--- src/rtl/scd_pkg.sv ---
// ----------------------------------------------------------------------------
// scd_pkg
// Shared constants and types for the scan code set 1 key decoder.
// ----------------------------------------------------------------------------
package scd_pkg;

  localparam int unsigned KEYMAP_DEPTH = 512;
  localparam int unsigned KEYMAP_AW    = 9;
  localparam int unsigned CHAR_W       = 8;

  // item kinds on the input channel
  localparam logic MODE_SCAN    = 1'b0;
  localparam logic MODE_MAP_WR  = 1'b1;

  localparam logic [7:0] CODE_EXT_PREFIX = 8'hE0;

  // key codes with bit 7 dropped
  localparam logic [6:0] KEY_CTRL   = 7'h1D;
  localparam logic [6:0] KEY_LSHIFT = 7'h2A;
  localparam logic [6:0] KEY_RSHIFT = 7'h36;
  localparam logic [6:0] KEY_ALT    = 7'h38;
  localparam logic [6:0] KEY_CAPS   = 7'h3A;
  localparam logic [6:0] KEY_NUM    = 7'h45;

  // modifier word bit positions
  localparam int unsigned MOD_LSHIFT = 0;
  localparam int unsigned MOD_RSHIFT = 1;
  localparam int unsigned MOD_LALT   = 2;
  localparam int unsigned MOD_RALT   = 3;
  localparam int unsigned MOD_CAPS   = 4;
  localparam int unsigned MOD_NUM    = 5;
  localparam int unsigned MOD_LCTRL  = 6;
  localparam int unsigned MOD_RCTRL  = 7;

  typedef struct packed {
    logic       emit;
    logic [7:0] key_code;
    logic       released;
    logic [7:0] modifiers;
    logic       char_only;
  } evt_t;

endpackage

--- src/rtl/scd_ram.sv ---
// ----------------------------------------------------------------------------
// scd_ram
// Generic simple dual-port RAM, one write port and one registered read port.
// ----------------------------------------------------------------------------
module scd_ram #(
  parameter int unsigned WIDTH = 8,
  parameter int unsigned DEPTH = 512
) (
  input  logic                     clk,
  input  logic                     wr_en,
  input  logic [$clog2(DEPTH)-1:0] wr_addr,
  input  logic [WIDTH-1:0]         wr_data,
  input  logic                     rd_en,
  input  logic [$clog2(DEPTH)-1:0] rd_addr,
  output logic [WIDTH-1:0]         rd_data
);

  logic [WIDTH-1:0] mem_r [DEPTH];
  logic [WIDTH-1:0] rd_data_r;

  always_ff @(posedge clk) begin
    if (wr_en) begin
      mem_r[wr_addr] <= wr_data;
    end
    if (rd_en) begin
      rd_data_r <= mem_r[rd_addr];
    end
  end

  assign rd_data = rd_data_r;

endmodule

--- src/rtl/scd_decode.sv ---
// ----------------------------------------------------------------------------
// scd_decode
// Scan byte decode: extended prefix flag, modifier word and keymap address.
// ----------------------------------------------------------------------------
module scd_decode (
  input  logic                            clk,
  input  logic                            rst_n,
  input  logic                            item_en,
  input  logic                            mode,
  input  logic [7:0]                      scan_byte,
  input  logic                            raw_mode,
  output scd_pkg::evt_t                   evt,
  output logic [scd_pkg::KEYMAP_AW-1:0]   lookup_addr
);

  logic       ext_r, ext_nxt;
  logic [7:0] mods_r, mods_nxt;
  logic [6:0] low;
  logic       rel;
  logic [7:0] code;
  logic       shift_held;
  logic       ralt_held;

  assign low        = scan_byte[6:0];
  assign rel        = scan_byte[7];
  assign shift_held = mods_r[scd_pkg::MOD_LSHIFT] | mods_r[scd_pkg::MOD_RSHIFT];
  assign ralt_held  = mods_r[scd_pkg::MOD_RALT];
  assign code       = {ext_r, low};

  // layer select: +0x80 for shift, +0x100 for right alt, wraps at 9 bits
  assign lookup_addr = {1'b0, code} + {1'b0, shift_held, 7'b0} + {ralt_held, 8'b0};

  always_comb begin
    ext_nxt       = ext_r;
    mods_nxt      = mods_r;
    evt.emit      = 1'b0;
    evt.key_code  = code;
    evt.released  = rel;
    evt.modifiers = mods_r;
    evt.char_only = 1'b0;
    if (item_en && mode == scd_pkg::MODE_SCAN) begin
      if (ext_r) begin
        ext_nxt = 1'b0;
        if (low == scd_pkg::KEY_CTRL) begin
          mods_nxt[scd_pkg::MOD_RCTRL] = ~mods_r[scd_pkg::MOD_RCTRL];
        end else if (low == scd_pkg::KEY_ALT) begin
          mods_nxt[scd_pkg::MOD_RALT] = ~mods_r[scd_pkg::MOD_RALT];
        end else begin
          evt.emit = raw_mode;
        end
      end else if (scan_byte == scd_pkg::CODE_EXT_PREFIX) begin
        ext_nxt = 1'b1;
      end else begin
        case (low)
          scd_pkg::KEY_CTRL:   mods_nxt[scd_pkg::MOD_LCTRL]  = ~mods_r[scd_pkg::MOD_LCTRL];
          scd_pkg::KEY_LSHIFT: mods_nxt[scd_pkg::MOD_LSHIFT] = ~mods_r[scd_pkg::MOD_LSHIFT];
          scd_pkg::KEY_RSHIFT: mods_nxt[scd_pkg::MOD_RSHIFT] = ~mods_r[scd_pkg::MOD_RSHIFT];
          scd_pkg::KEY_ALT:    mods_nxt[scd_pkg::MOD_LALT]   = ~mods_r[scd_pkg::MOD_LALT];
          scd_pkg::KEY_CAPS:   mods_nxt[scd_pkg::MOD_CAPS]   = ~mods_r[scd_pkg::MOD_CAPS];
          scd_pkg::KEY_NUM:    mods_nxt[scd_pkg::MOD_NUM]    = ~mods_r[scd_pkg::MOD_NUM];
          default: begin
            evt.emit = raw_mode | rel;
            if (!raw_mode) begin
              // cooked: character alone
              evt.key_code  = 8'h00;
              evt.released  = 1'b0;
              evt.modifiers = 8'h00;
              evt.char_only = 1'b1;
            end
          end
        endcase
      end
    end
  end

  always_ff @(posedge clk) begin
    if (!rst_n) begin
      ext_r  <= 1'b0;
      mods_r <= 8'h00;
    end else begin
      ext_r  <= ext_nxt;
      mods_r <= mods_nxt;
    end
  end

endmodule

--- src/rtl/scancode_set1_key_decoder.sv ---
// ----------------------------------------------------------------------------
// scancode_set1_key_decoder
// PS/2 scan code set 1 decoder with a four-layer 512-entry keymap.
// ----------------------------------------------------------------------------
// Takes one request per clock: a scan code byte or a keymap entry write. A key
// request that yields an event passes the lookup stage, where the keymap RAM
// read is registered, and then the output register before it appears on the
// out channel. A lookup stage and an output register sit in line, so a new
// request is taken while a finished event waits; the input stalls only when
// both are full. The keymap holds no reset value: every entry must be written
// before a key that selects it is decoded. cfg_wr_data sets raw mode (reset 1).
module scancode_set1_key_decoder (
  input  logic       clk,
  input  logic       rst_n,
  input  logic       cfg_wr_en,
  input  logic       cfg_wr_data,
  input  logic       in_valid,
  output logic       in_stall,
  input  logic       in_mode,
  input  logic [7:0] in_scan_byte,
  input  logic [8:0] in_map_index,
  input  logic [7:0] in_map_value,
  output logic       out_valid,
  input  logic       out_stall,
  output logic [7:0] out_key_code,
  output logic       out_released,
  output logic [7:0] out_character,
  output logic [7:0] out_modifiers,
  output logic       out_char_only
);

  logic                          raw_mode_r;
  logic                          accept;
  logic                          out_load;
  scd_pkg::evt_t                 evt;
  logic [scd_pkg::KEYMAP_AW-1:0] lookup_addr;
  logic [scd_pkg::CHAR_W-1:0]    ram_rd_data;
  logic                          map_wr;

  logic                          s1_valid_r, s1_valid_nxt;
  scd_pkg::evt_t                 s1_evt_r;
  logic                          out_valid_r, out_valid_nxt;
  logic [7:0]                    out_key_code_r;
  logic                          out_released_r;
  logic [7:0]                    out_character_r;
  logic [7:0]                    out_modifiers_r;
  logic                          out_char_only_r;

  assign out_load = !out_valid_r || !out_stall;
  assign in_stall = s1_valid_r && !out_load;
  assign accept   = in_valid && !in_stall;
  assign map_wr   = accept && (in_mode == scd_pkg::MODE_MAP_WR);

  scd_decode u_decode (
    .clk         (clk),
    .rst_n       (rst_n),
    .item_en     (accept),
    .mode        (in_mode),
    .scan_byte   (in_scan_byte),
    .raw_mode    (raw_mode_r),
    .evt         (evt),
    .lookup_addr (lookup_addr)
  );

  scd_ram #(
    .WIDTH (scd_pkg::CHAR_W),
    .DEPTH (scd_pkg::KEYMAP_DEPTH)
  ) u_keymap (
    .clk     (clk),
    .wr_en   (map_wr),
    .wr_addr (in_map_index),
    .wr_data (in_map_value),
    .rd_en   (evt.emit),
    .rd_addr (lookup_addr),
    .rd_data (ram_rd_data)
  );

  always_comb begin
    s1_valid_nxt  = (s1_valid_r && !out_load) || evt.emit;
    out_valid_nxt = out_load ? s1_valid_r : out_valid_r;
  end

  always_ff @(posedge clk) begin
    if (!rst_n) begin
      raw_mode_r  <= 1'b1;
      s1_valid_r  <= 1'b0;
      out_valid_r <= 1'b0;
    end else begin
      if (cfg_wr_en) begin
        raw_mode_r <= cfg_wr_data;
      end
      s1_valid_r  <= s1_valid_nxt;
      out_valid_r <= out_valid_nxt;
    end
  end

  always_ff @(posedge clk) begin
    if (evt.emit) begin
      s1_evt_r <= evt;
    end
    if (out_load && s1_valid_r) begin
      out_key_code_r  <= s1_evt_r.key_code;
      out_released_r  <= s1_evt_r.released;
      out_character_r <= ram_rd_data;
      out_modifiers_r <= s1_evt_r.modifiers;
      out_char_only_r <= s1_evt_r.char_only;
    end
  end

  assign out_valid     = out_valid_r;
  assign out_key_code  = out_key_code_r;
  assign out_released  = out_released_r;
  assign out_character = out_character_r;
  assign out_modifiers = out_modifiers_r;
  assign out_char_only = out_char_only_r;

  // lookup stage drains into the output register unless that is blocked
  a_s1_drains: assert property (@(posedge clk) disable iff (!rst_n)
    (s1_valid_r && out_load) |=> out_valid_r)
    else $error("lookup stage lost a request");

  // a blocked lookup stage must hold off new requests
  a_stall_when_full: assert property (@(posedge clk) disable iff (!rst_n)
    (s1_valid_r && out_valid_r && out_stall) |-> in_stall)
    else $error("request taken while pipeline full");

  // cooked events carry only the character
  a_cooked_fields: assert property (@(posedge clk) disable iff (!rst_n)
    (out_valid_r && out_char_only_r) |->
      (out_key_code_r == 8'h00 && !out_released_r && out_modifiers_r == 8'h00))
    else $error("cooked event has nonzero side fields");

  // a stalled event stays put
  a_out_hold: assert property (@(posedge clk) disable iff (!rst_n)
    (out_valid_r && out_stall) |=> (out_valid_r && $stable(out_character_r)))
    else $error("stalled event changed");

endmodule

--- config.mk ---
export PLATFORM = sky130hd
export DESIGN_NAME = scancode_set1_key_decoder
export DESIGN_NICKNAME = d
export VERILOG_FILES = /design/src/rtl/scd_pkg.sv /design/src/rtl/scd_ram.sv /design/src/rtl/scd_decode.sv /design/src/rtl/scancode_set1_key_decoder.sv
export SDC_FILE = /design/constraint.sdc
export NUM_CORES = 2
export LEC_CHECK = 0
export ABC_AREA = 1
export BUFFER_PORTS_ARGS = -buffer_cell sky130_fd_sc_hd__clkbuf_2
export CAP_MARGIN = 20
export CORE_ASPECT_RATIO = 1.25
export CORE_MARGIN = 2
export CORE_UTILIZATION = 50
export DETAILED_ROUTE_END_ITERATION = 8
export PLACE_DENSITY_LB_ADDON = 0.25
export SLEW_MARGIN = 20
export SYNTH_ARGS = -nofsm -noshare
export SYNTH_HDL_FRONTEND = slang
export SYNTH_HIERARCHICAL = 1
export SYNTH_SLANG_ARGS = --single-unit
export TNS_END_PERCENT = 20
--- constraint.sdc ---
create_clock -name clk -period 3 [get_ports clk]
set_input_delay 0.15 -clock clk [delete_from_list [all_inputs] [get_ports clk]]
set_output_delay 0.15 -clock clk [all_outputs]
set_load 0.03 [all_outputs]
# Yosys cells after proc, flatten, opt, wreduce, memory -nomap -nowiden
# Memories as Yosys holds them, arrays and structs flattened. A register that Yosys moved wholly into a read port is not among the register bits.
# Cells that the tools add are included.
[word_totals] regBits=56 ram_bits=4096 n_memories=1
[op_classes] add_sub_neg=2 eq_ne=7 muxes=12 n_bitwise=15 n_reduce_logical=21
[memory_table] memory="u_keymap.mem_r" words=512 word_bits=8 rd=1 rd_clocked_by_memory_dff=1 wr=1 line="scd_ram.sv:18" source="logic [WIDTH-1:0] mem_r [DEPTH];"
[op_table] cell="$mux W19" n=3
[op_table] cell="$eq A7 B6 Y1 const B" n=4
[op_table] cell="$reduce_and A4 Y1" n=7
[op_table] cell="$mux W18" n=1
[op_table] cell="$mux W17" n=1
[op_table] cell="$not A1 Y1" n=13
[op_table] cell="$add A8 B8 Y9" n=1
[op_table] cell="$add A9 B9 Y9" n=1
[op_table] cell="$reduce_or A9 Y1" n=1
[op_table] cell="$eq A8 B8 Y1 const B" n=1
[op_table] cell="$eq A7 B5 Y1 const B" n=1
[op_table] cell="$eq A7 B7 Y1 const B" n=1
[op_table] cell="$mux W1" n=7
[op_table] cell="$reduce_or A6 Y1" n=1
[op_table] cell="$logic_and A1 B1 Y1" n=5
[op_table] cell="$logic_not A1 Y1" n=4
[op_table] cell="$reduce_and A3 Y1" n=1
[op_table] cell="$logic_or A1 B1 Y1" n=2
[op_table] cell="$or A1 B1 Y1" n=2

# Logic depth before layout (Yosys ltp)
[depth] ltp_word=9 depth_mapped=16

# Hierarchy
# The synthesis kept the hierarchy.
[by_module_without_submodules] module="scd_ram" instances=1 cells_per_inst=13891 area_per_inst_um2=166808.7 seq_area_each_um2=123238.2
[by_module_without_submodules] module="scancode_set1_key_decoder" instances=1 cells_per_inst=63 area_per_inst_um2=1457.6 seq_area_each_um2=1381.3
[by_module_without_submodules] module="scd_decode" instances=1 cells_per_inst=149 area_per_inst_um2=859.6 seq_area_each_um2=180.2

# Least setup slack after synthesis
# OpenSTA, ideal clock, no wires.
[synth_timing] path_type="reg2reg" from="reg out_valid_r (netlist: out_valid)" to="reg s1_evt_r[0] (netlist bit), enable pin" t_arrival_ns=2.998 t_required_ns=2.552 setup_slack_ns=-0.445 path_stages_with_launch=10 synth_period_minus_slack_ns=3.445 cell_sequence="dfxtp_1 > nand3_2 > nand2_1 > inv_1 > inv_1 > nor2_1 > inv_1 > nor2_1 > nand2_1 > o21ai_0"
[synth_lines] item="from (decl)" line="scancode_set1_key_decoder.sv:42" source="logic out_valid_r, out_valid_nxt;"
[synth_lines] item="from (signal assigned)" line="scancode_set1_key_decoder.sv:93" source="out_valid_r <= out_valid_nxt;"
[synth_lines] item="to (signal assigned)" line="scancode_set1_key_decoder.sv:99" source="s1_evt_r <= evt;"
[synth_lines] item="to (decl)" line="scancode_set1_key_decoder.sv:41" source="scd_pkg::evt_t s1_evt_r;"

# Worst setup path after layout
[layout_timing] from="in in_scan_byte[2]" to="reg u_decode.mods_r[6]"
[layout_via] elab_chain_cells=3 word_cells_on_any_way=4
[layout_lines] item="from (decl)" line="scancode_set1_key_decoder.sv:20" source="input logic [7:0] in_scan_byte,"
[layout_lines] item="$eq A8 B8 Y1" line="scd_decode.sv:51" source="end else if (scan_byte == scd_pkg::CODE_EXT_PREFIX) begin"
[layout_lines] item="$not A1 Y1 (no line)"
[layout_lines] item="$reduce_and A4 Y1 (no line) *"
[layout_lines] item="to (signal assigned)" line="scd_decode.sv:82" source="mods_r <= mods_nxt;"
[layout_lines] item="to (decl)" line="scd_decode.sv:17" source="logic [7:0] mods_r, mods_nxt;"
# Mark *: on every way between the ends. The rest lies on a longest branch, timed or not.
# A chain may end at the register's enable or synchronous reset.

==> impl_metrics.env <==
export IMPL_holdWs_ns=0.0966
export IMPL_crit_arrival_ns=3.81
export IMPL_drt_pass1_iter_count=7
export IMPL_p_seq_share_pct=52.8
export IMPL_hpwlAfterDp_mm=291
export IMPL_tns_ns=0
export IMPL_setup_viol=0
export IMPL_setup_ws_ns=0.0875
export IMPL_grt_pass1_vias=107040
export IMPL_grt_start_max_net_pins=147
export IMPL_drc=0
export IMPL_startpoint_type="input port"
export IMPL_avgRoutedWirePerCell_um=24.7
export IMPL_netlist_area_um2=169000
export IMPL_switching_share_pct=22.4
export IMPL_grt_first_pass_wirelength_mm=701
export IMPL_tightest_slew_ns=1.14
export IMPL_io_pins=60
export IMPL_yosysSeqAreaShare_pct=73.8
export IMPL_maxCapViolCount=0
export IMPL_vias_per_cell=5.80
export IMPL_rsz0062_at_grt="true"
export IMPL_start_util_pct=50.3
export IMPL_ir_drop_v=0.000457
export IMPL_crit_path_frequent_cell="dlygate4sd3_1"
export IMPL_p_sw_mw=27.2
export IMPL_die_height_um=654
export IMPL_syn2layout_area_growth_pct=14.6
export IMPL_rows=238
export IMPL_drtIter0Drc=13428
export IMPL_syn_inst=14103
export IMPL_yosysWarnings=6
export IMPL_fmax_mhz=343
export IMPL_cts_made_buffers=394
export IMPL_hold_viol=0
export IMPL_synth_cell_types=29
export IMPL_clock_latency_ns=0.97
export IMPL_clk_pin_slew_worst_paths_ns=0.06
export IMPL_fillers=26829
export IMPL_dpl_cell_count=18696
export IMPL_min_period_ns=2.91
export IMPL_grt_ovfl_total=0
export IMPL_cts_root_buf="clkbuf_16"
export IMPL_cts_tree="built"
export IMPL_track_usage_pct=27.5
export IMPL_finalMaxSlewViolations=0
export IMPL_dieArea_um2=343000
export IMPL_clkPwrFrac_pct=40.7
export IMPL_share_comb_of_total_power_pct=6.4
export IMPL_core_area_um2=336000
export IMPL_clkSinkCount=4160
export IMPL_die_w_um=524
export IMPL_intPower_mw=94.0
export IMPL_skew_ns=0.0622
export IMPL_fin_crit_sh_pct=97.1
export IMPL_nets=14734
export IMPL_drive_above_1_share_pct=11.8
export IMPL_cpPeakStageDelay_ns=0.58
export IMPL_pre_cts_slack_ns=0.0316
export IMPL_ys_ff_latch=4160
export IMPL_slew_headroom_pct=23.7
export IMPL_cts_max_level=5
export IMPL_gp_congestion=0.900
export IMPL_min_path_type="in2reg"
export IMPL_instances_no_fill=19471
export IMPL_critical_path_class="in2reg"
export IMPL_slowest_stage="dlygate4sd3_1"
export IMPL_syn_area_per_cell_um2=12.0
export IMPL_vias=113006
export IMPL_antenna_found_initial=17
export IMPL_wirelength_mm=482
export IMPL_ctsLongestPathBuffers=4
export IMPL_p_leak_nw=69.0
export IMPL_path_cells="dlygate4sd3_1 -> buf_12 -> buf_16 -> nand2_1 -> dlygate4sd3_1 -> nor2_1 -> nand2_2 -> dlygate4sd3_1 -> inv_1 -> nand2_1 -> dlygate4sd3_1 -> a21oi_2 -> dlygate4sd3_1"
export IMPL_status="completed"
export IMPL_portBuffers=59
export IMPL_required_ns=3.89
export IMPL_ant_nets=0
export IMPL_pwr_density_cell_nw_per_um2=625
export IMPL_end_kind="flop"
export IMPL_cp_max_fo=11
export IMPL_syn_nets=14136
per-layer routing:
metal  GRT usage [%]  share of wire, %  vias up  wire, µm
met5               0             0.013        -        63
met3            4.42               8.7      912     42100
met4            10.6               4.1       10     19800
li1                -                 -    51321         -
met2            45.3                49     5223    235000
met1            36.6                38    55540    185000
metrics by stage:
step / total power, mW / util [%] / area, µm²
floorplan: 69.2 / - / 169000
global placement: 72.7 / 53.6 / 180000
detailed placement: 72.8 / 53.6 / 180000
CTS: 122 / 57.5 / 194000
global route: 124 / 57.6 / 194000
finish: 121 / 57.6 / 194000
path summary, 6_finish.rpt:
path,from,to,slack [ns],cells past startpoint
max,in_scan_byte[2],u_decode/mods_r[6],0.09,13
min,out_stall,s1_valid_r,0.1,4
max reg2reg,out_valid,u_keymap/mem_r[279][0],0.22,11
min reg2reg,s1_evt_r[10],out_key_code[0],0.42,0
cell usage in the layout (no fill, tap or decap), types with 2 or more instances in the layout:
cell / count
bufinv_16: 40
inv_16: 4
nand2_1: 4190
buf_8: 9
xor2_1: 3
dfxtp_1: 12
inv_8: 2
inv_6: 14
buf_16: 3
nand3b_1: 2
nand3_1: 4089
a21oi_1: 4
edfxtp_1: 4148
diode_2: 10
nand2_4: 15
clkbuf_8: 4
clkinvlp_4: 20
clkinv_8: 7
dlygate4sd3_1: 41
nor2_4: 2
clkbuf_16: 402
clkbuf_2: 45
clkinv_1: 93
buf_12: 200
clkinv_4: 7
a21oi_2: 5
buf_4: 892
inv_1: 70
nor2_1: 533
nor2_2: 8
clkbuf_1: 56
clkinv_2: 76
nand2_2: 2
nor3_1: 12
worst max-delay path, delay by kind of cell:
kind	cells	cell delay (ns)
AND/OR/NAND/NOR	4	0.32
AO/OA/AOI/OAI	1	0.13
buffers and inverters	8	3.20
sequential cells by signal (all words and copies together), names as in the netlist:
name              flops
u_keymap/rd_data      8
u_decode/ext_r        1
out_modifiers         8
out_released          1
s1_valid_r            1
s1_evt_r             18
out_char_only         1
out_key_code          8
out_valid             1
u_decode/mods_r       8
u_keymap/mem_r     4096
out_character         8
raw_mode_r            1
power groups by stage:
stage | Combinational (mW) | Sequential (mW) | Clock, mW
final | 7.78 | 64.0 | 49.3
after global routing | 8.29 | 64.0 | 52.0
after CTS | 7.64 | 64.0 | 49.9
after detailed placement | 7.58 | 65.2 | 0
after global placement | 7.51 | 65.2 | 0
after floorplan | 3.91 | 65.3 | 0
cell families after synthesis:
kind of cell / after synthesis / synth area share, %
AOI/OAI and AO/OA: 12 / 0.0466
xor gates and xnor gates: 3 / 0.0155
adders and majority gates: 1 / 0.00740
buffers and inverters: 1070 / 3.42
DFF: 4160 / 73.8
and+or+nand+nor: 8857 / 22.7
what timing repair did:
action | 4_1_cts | 5_1_grt
buffers inserted | 0 | 4
resized for setup | 0 | 9
hold buffers | 41 | 0
endpoints found under the hold margin | 1337 | 0
setup endpoints to repair | 0 | 6
cell usage after synthesis, drive strengths merged:
cell type / count / area share, %
a21oi: 10 / 0.041
buf: 809 / 2.8
clkbuf: 184 / 0.41
dfxtp: 12 / 0.14
edfxtp: 4148 / 74
ha: 1 / 0.0074
inv: 77 / 0.17
nand2: 4207 / 9.3
nand3: 4090 / 12
nand3b: 2 / 0.0089
nand4: 2 / 0.011
nor2: 543 / 1.2
nor3: 12 / 0.036
o21ai: 2 / 0.0059
or2: 1 / 0.0037
xor2: 3 / 0.016
area by class of cell:
type	count	area (µm²)	area share (%)
flip-flops and latches	4160	125000	64.4
multi-input cells	8873	38700	20.0
repair buffers	1195	11700	6.02
clock buffers	458	10200	5.28
well taps	4440	5560	2.87
clock inverters	258	2430	1.26
inverters	77	345	0.178
diodes	10	25.0	0.0129
No activity file was read; power rests on OpenSTA's default activity.
